[src/design/oets_pkg.sv]
`timescale 1ns / 1ps
`default_nettype none
// ----------------------------------------------------------------------------
// Odd-even transposition sort package
// Shared word type, pad value and cell command codes.
// ----------------------------------------------------------------------------
package oets_pkg;

	localparam int WORD_W = 32;

	typedef logic signed [WORD_W-1:0] word_t;

	// Largest positive word; it fills every slot that holds no loaded word.
	localparam word_t PAD_WORD = 32'sh7FFF_FFFF;

	typedef enum logic [2:0] {
		CMD_HOLD,
		CMD_LOAD,
		CMD_SHIFT,
		CMD_CMP_RIGHT,
		CMD_CMP_LEFT
	} cell_cmd_t;

endpackage
`default_nettype wire

[src/design/oets_cell.sv]
`timescale 1ns / 1ps
`default_nettype none
// ----------------------------------------------------------------------------
// Odd-even transposition sort cell
// Holds one word and exchanges it with a neighbor on command.
// ----------------------------------------------------------------------------
module oets_cell
	import oets_pkg::*;
(
	input  wire        clk,
	input  wire        arst_n,
	input  cell_cmd_t  cmd,
	input  word_t      load_value,
	input  word_t      left_value,
	input  word_t      right_value,
	output word_t      value,
	output logic       swap
);

	word_t value_q;
	word_t value_d;

	always_comb begin
		value_d = value_q;
		swap    = 1'b0;
		case (cmd)
			CMD_LOAD:  value_d = load_value;
			CMD_SHIFT: value_d = right_value;
			CMD_CMP_RIGHT: begin
				// Lower cell of a pair keeps the smaller word.
				if (value_q > right_value) begin
					value_d = right_value;
					swap    = 1'b1;
				end
			end
			CMD_CMP_LEFT: begin
				// Upper cell of a pair keeps the larger word.
				if (left_value > value_q) begin
					value_d = left_value;
				end
			end
			default: value_d = value_q;
		endcase
	end

	// Cells come out of reset padded so that a set never sees stale words.
	always_ff @(posedge clk or negedge arst_n) begin
		if (!arst_n) begin
			value_q <= PAD_WORD;
		end else begin
			value_q <= value_d;
		end
	end

	assign value = value_q;

endmodule
`default_nettype wire

[config.mk]
export PLATFORM = sky130hd
export DESIGN_NAME = oets_cell
export DESIGN_NICKNAME = d
export VERILOG_FILES = /design/src/design/oets_pkg.sv /design/src/design/oets_cell.sv
export SDC_FILE = /design/constraint.sdc
export NUM_CORES = 1
export LEC_CHECK = 0
export BUFFER_PORTS_ARGS = -buffer_cell sky130_fd_sc_hd__buf_2
export CAP_MARGIN = 20
export CORE_ASPECT_RATIO = 1.1
export CORE_MARGIN = 5
export CORE_UTILIZATION = 45
export CTS_CLUSTER_DIAMETER = 120
export DETAILED_ROUTE_END_ITERATION = 10
export GPL_TIMING_DRIVEN = 0
export PLACE_DENSITY = 0.76
export SYNTH_ARGS = -nofsm -noshare
export SYNTH_HDL_FRONTEND = slang
export SYNTH_SLANG_ARGS = --single-unit
[constraint.sdc]
create_clock -name clk -period 2.52 [get_ports clk]
set_input_delay 0.252 -clock clk [delete_from_list [all_inputs] [get_ports clk]]
set_output_delay 0.252 -clock clk [all_outputs]
set_load 0.03 [all_outputs]
* Word level (Yosys, flattened, before mapping)
Index checks and enable logic that the tools add are counted.
** Storage, ports and cells
- Memories kept :: 0
- Bits in registers :: 32
- Output and inout port bits :: 33
- ROM bits :: 0
- Latch bits :: 0
- Logic and storage cells :: 16
- Input bits :: 101
- Memory bits (writable) :: 0
** Cells by class
- Mux-type cells :: 5
- Div/mod/pow operators :: 0
- Magnitude comparators :: 2
- $add $sub $neg :: 0
- Shifts and indexed selects :: 0
- Equal/unequal tests :: 6
- $mul :: 0
- Reduce and logical (&&, ||, !) cells :: 2
- Bitwise logic cells :: 0
** Operators with widths (number)
- 32-bit one-hot mux with 4 select lines :: 1
- 32-bit > comparator :: 2
- 32-bit two-way mux :: 2
- 3-bit by 2-bit equality test with 1-bit output, second input constant :: 2
- 2-bit inequality test, second input constant :: 2
- 4-bit nonzero test :: 1
- 3-bit by 1-bit equality test with 1-bit output, second input constant :: 1
- 3-bit equality test, second input constant :: 1
- 3-bit AND reduction :: 1
- 1-bit two-way mux :: 2

* Depth between registers and ports, before layout
- Word-level depth :: 3
- Mapped depth :: 12
- Depth with buffers taken out :: 10

* Worst setup path after synthesis
No wires, ideal clock.
- Kind :: reg2out
- Start :: reg value_q[21], in the netlist value[21]
- End :: out swap
- Buffers on the path :: 0
- Arrival time :: 2622 ps
- Slack :: -354 ps
- Stages on the path, launching flop included :: 10
- Required time :: 2268 ps
- Cells stage by stage :: dfstp_2 ha_1 a21o_1 nand3_1 a21oi_1 a2111oi_0 o211ai_1 a21oi_1 xnor2_1 nor3b_1
** Between the ends
- Longest elaborated chain between the ends :: 3
** RTL lines
- start, declared :: line oets_cell.sv:20 : word_t value_q;
- start signal, assigned :: line oets_cell.sv:51 : value_q <= value_d;
- 32-bit > comparator :: line oets_cell.sv:31 : if (value_q > right_value) begin
- 1-bit two-way mux :: line oets_cell.sv:31
- 1-bit two-way mux :: line oets_cell.sv:26 : case (cmd)
- end, declared :: line oets_cell.sv:17 : output logic swap
No other way between the ends.

* Worst setup path in the final report
- Start :: reg value_q[30], in the netlist value[30]
- End :: reg value_q[26], in the netlist value[26]
** Between the ends
- Longest elaborated chain between the ends :: 3
- Elaborated cells on any way between the ends :: 5
- Classes of those cells :: 2 x order compare; 2 x eq/ne; 1 x reduce/logical
** RTL lines (line)
- 32-bit > comparator (on tied branches) :: oets_cell.sv:38, oets_cell.sv:31
- 2-bit inequality test (no line)
- 3-bit AND reduction (no line) *
Mark *: on every way between the ends. The rest lies on a longest branch, timed or not.
A chain may end at the register's enable or synchronous reset.

==> run_results.csv <==
group,metric,value,unit
critical_path,cp_max_fo,5,
routing,drt_pre_antenna_iters,4,
floorplan,initial_core_util,46.11,%
logic_synthesis,async_flop_share,100.0,%
clock_network,insertion_delay,0.29,ns
timing,slew_viol_final,0,
clock_network,cts_tree,"yes",
critical_path,critPathArrivalTime,3.15,ns
timing,hold_viol,0,
placement,place_congestion,0.8657,
routing,route.detailed.drc,0,
outcome,outcome,"complete, but fails checks",
layout,stdcell_count,667,
timing,timing.hold.ws,0.05472,ns
power,switchingPower,0.001561,W
timing,relSlewSlack,46.54,%
logic_synthesis,postSynthCellCount,395,
layout,largest_reg_flops,32,
outcome,violations,"negative setup slack",
timing,fmax,340.3,MHz
routing,wl_per_cell,16.43,um
timing,period_needed,2.939,ns
clock_network,clock_path_buffers,2,
critical_path,criticalPathCategory,"register to register",
global_routing,antenna_found_initial,0,
logic_synthesis,postSynthAreaPerCell,8.724,um^2
logic_synthesis,synth_cell_types,38,
critical_path,crit_chain,"inv_2 > ha_4 > nand4_1 > nor2_1 > a22oi_2 > o211ai_1 > or3_1 > a211oi_2 > o211a_1 > buf_6 > buf_12 > buf_16 > mux2i_1",
timing,rsz0062_at_grt,"true",
clock_network,clk_pin_slew,0.07,ns
global_routing,grt_max_degree,33,
power,clkPwrFrac,12.3,%
timing,tightest_slew,0.8019,ns
logic_synthesis,syn-num-nets,560,
global_routing,grt.overflow.total,0,
floorplan,row_count,33,
layout,finalNetCount,726,
critical_path,cp-end-kind,"register",
logic_synthesis,netlist_area,3446,um^2
layout,drive_gt1_share,48.22,%
global_routing,grt_pass1_vias,3782,
logic_synthesis,synth-edff-count,0,
clock_network,cts_buffers,5,
routing,vias,3523,
floorplan,fp.dieW,93.44,um
power,p_per_area,705.9,nW/um^2
global_routing,track_usage,23.17,%
placement,port_buffers,133,
power,leakage,2.454,nW
layout,n_fill_cell,670,
layout,layout_common_cells,"132 x buf_2, 53 x a21oi_1, 43 x inv_1",
timing,fin_worst_skew,0.003450,ns
layout,final_common_cell,"buf_2",
logic_synthesis,yosysWarningCount,0,
placement,dp_cells,633,
power,p_sw_share,44.66,%
floorplan,core_area,7473,um^2
floorplan,die-area,9509,um^2
routing,vias_per_cell,5.282,
power,pwr-share-seq,25.9,%
layout,syn2layout_area_growth,43.68,%
clock_network,clock-sinks,32,
power,combPwrFrac,61.8,%
critical_path,crit_path_top_delay_cell,"dfstp_2",
worst_hold_path,hold_path.class,"input pin to async pin",
placement,hpwl,8514,um
critical_path,max_stage_delay,0.55,ns
logic_synthesis,ys.flop_type,"dfstp_2",
critical_path,path_buf_inv,4,
clock_network,postCtsHoldBufs,0,
timing,finalSetupViolCount,33,
routing,postRouteWirelength,10960,um
power,ir_drop,0.0003137,V
job,drv_cap,0,
floorplan,die_h,101.8,um
timing,layout_setup_ws,-0.4188,ns
critical_path,startpoint_type,"register",
logic_synthesis,ys_seq_elements,32,
critical_path,cp_top_family,"compound AO/OA/AOI/OAI gates",
clock_network,htree_num_levels,2,
logic_synthesis,seq_area_frac_synth,24.36,%
routing,ant_nets,0,
clock_network,root_buffer,"clkbuf_8",
power,intPower,0.001934,W
routing,drtIter0Drc,116,
layout,insertedDiodeCount,0,
timing,finalCritPeriodShare,116.6,%
critical_path,worstPathRequired,2.73,ns
floorplan,ioPinCount,134,
global_routing,grt_pass1_wl,17450,um
[layer usage]
metal  track usage (%)  wire (um)  vias to the layer above  share of wire [%]
li1                  -          -                     1751                  -
met1             26.82       4425                     1648                 40
met2             43.29       5733                      106                 52
met3             3.640        563                       18                5.1
met4             7.554        238                        0                2.2
met5                 0          0                        -                  0
[cell usage after synthesis, types with 3 or more instances]
| cell type | number | area (um^2) |
|---|---|---|
| inv_1 | 67 | 251.5 |
| ha_1 | 64 | 800.8 |
| a21oi_1 | 58 | 290.3 |
| mux2i_1 | 32 | 320.3 |
| a22o_1 | 31 | 271.5 |
| dfstp_2 | 31 | 814.5 |
| nand2_1 | 26 | 97.59 |
| nor2_1 | 12 | 45.04 |
| nand4_1 | 11 | 68.82 |
| o21ai_0 | 9 | 45.04 |
| clkbuf_1 | 7 | 26.28 |
| nand3_1 | 6 | 30.03 |
| a211oi_1 | 3 | 22.52 |
| buf_12 | 3 | 60.06 |
| nor4_1 | 3 | 18.77 |
| o211ai_1 | 3 | 22.52 |
[layout make-up]
cell class	instances	area, um^2	area share [%]
tap	105	131.4	2.654
timing repair buffer	160	923.4	18.65
sequential	32	840.8	16.98
multi-input combinational	281	2596	52.44
inverter	67	251.5	5.080
buffer	14	117.6	2.376
clock buffer	8	90.09	1.820
[path summary, 6_finish.rpt]
check / cells after the start / to / from / slack, ns
worst max-delay path: 13 / value[26]$_DFFE_PN1P_ / value[30]$_DFFE_PN1P_ / -0.42
worst min-delay path: 1 / value[31]$_DFFE_PN0P_ / arst_n / 0.05
worst max register to register: 13 / value[26]$_DFFE_PN1P_ / value[30]$_DFFE_PN1P_ / -0.42
worst min register to register: 2 / value[8]$_DFFE_PN1P_ / value[8]$_DFFE_PN1P_ / 0.48
max in group asynchronous: 1 / value[31]$_DFFE_PN0P_ / arst_n / 1.92
min in group clk: 3 / value[17]$_DFFE_PN1P_ / load_value[17] / 0.25
[worst reg2reg max path, delay by kind of cell (launching register included)]
family          cells  cell delay (ns)
compound gates      4             0.77
simple gates        3             0.71
flops               1             0.55
buf+inv             4             0.44
fa+ha+maj           1             0.22
mux                 1             0.19
[cells by family after synthesis]
family | synth area share (%)
xor gates and xnor gates | 0.2542
DFF | 24.36
buffers and inverters | 11.29
AOI/OAI and AO/OA | 22.15
muxes | 9.296
adders and majority gates | 23.24
and+or+nand+nor | 9.404
[what timing repair did]
item,CTS,global route
setup buffers,23,3
pin swaps,24,8
gates cloned,1,0
hold endpoints to repair,0,0
endpoints found under the setup margin,33,33
resized for setup,11,12
[power by group through the flow]
stage          sequential (W)  combinational (W)  clock, W
2_1_floorplan         0.00122            0.00103         0
3_3_place_gp         0.000916            0.00183         0
3_5_place_dp         0.000925            0.00189         0
4_1_cts              0.000900            0.00210  0.000443
5_1_grt              0.000923            0.00239  0.000470
6_report             0.000904            0.00216  0.000431
[stage by stage]
| stage | power (W) | setup slack, ns | instance area (um^2) | utilization, % | TNS, ns |
|---|---|---|---|---|---|
| final | 0.003495 | -0.4188 | 4951 | 66.25 | -11.77 |
| after global routing | 0.003786 | -0.6156 | 4951 | 66.25 | -18.35 |
| after CTS | 0.003442 | -0.3275 | 4855 | 64.96 | -8.738 |
| after detailed placement | 0.002810 | -0.3968 | 4516 | 60.42 | -11.17 |
| after global placement | 0.002744 | -0.3069 | 4516 | 60.42 | -9.336 |
| after floorplan | 0.002245 | -0.09558 | 3719 | - | -2.921 |
No activity file was read; power rests on OpenSTA's default activity.
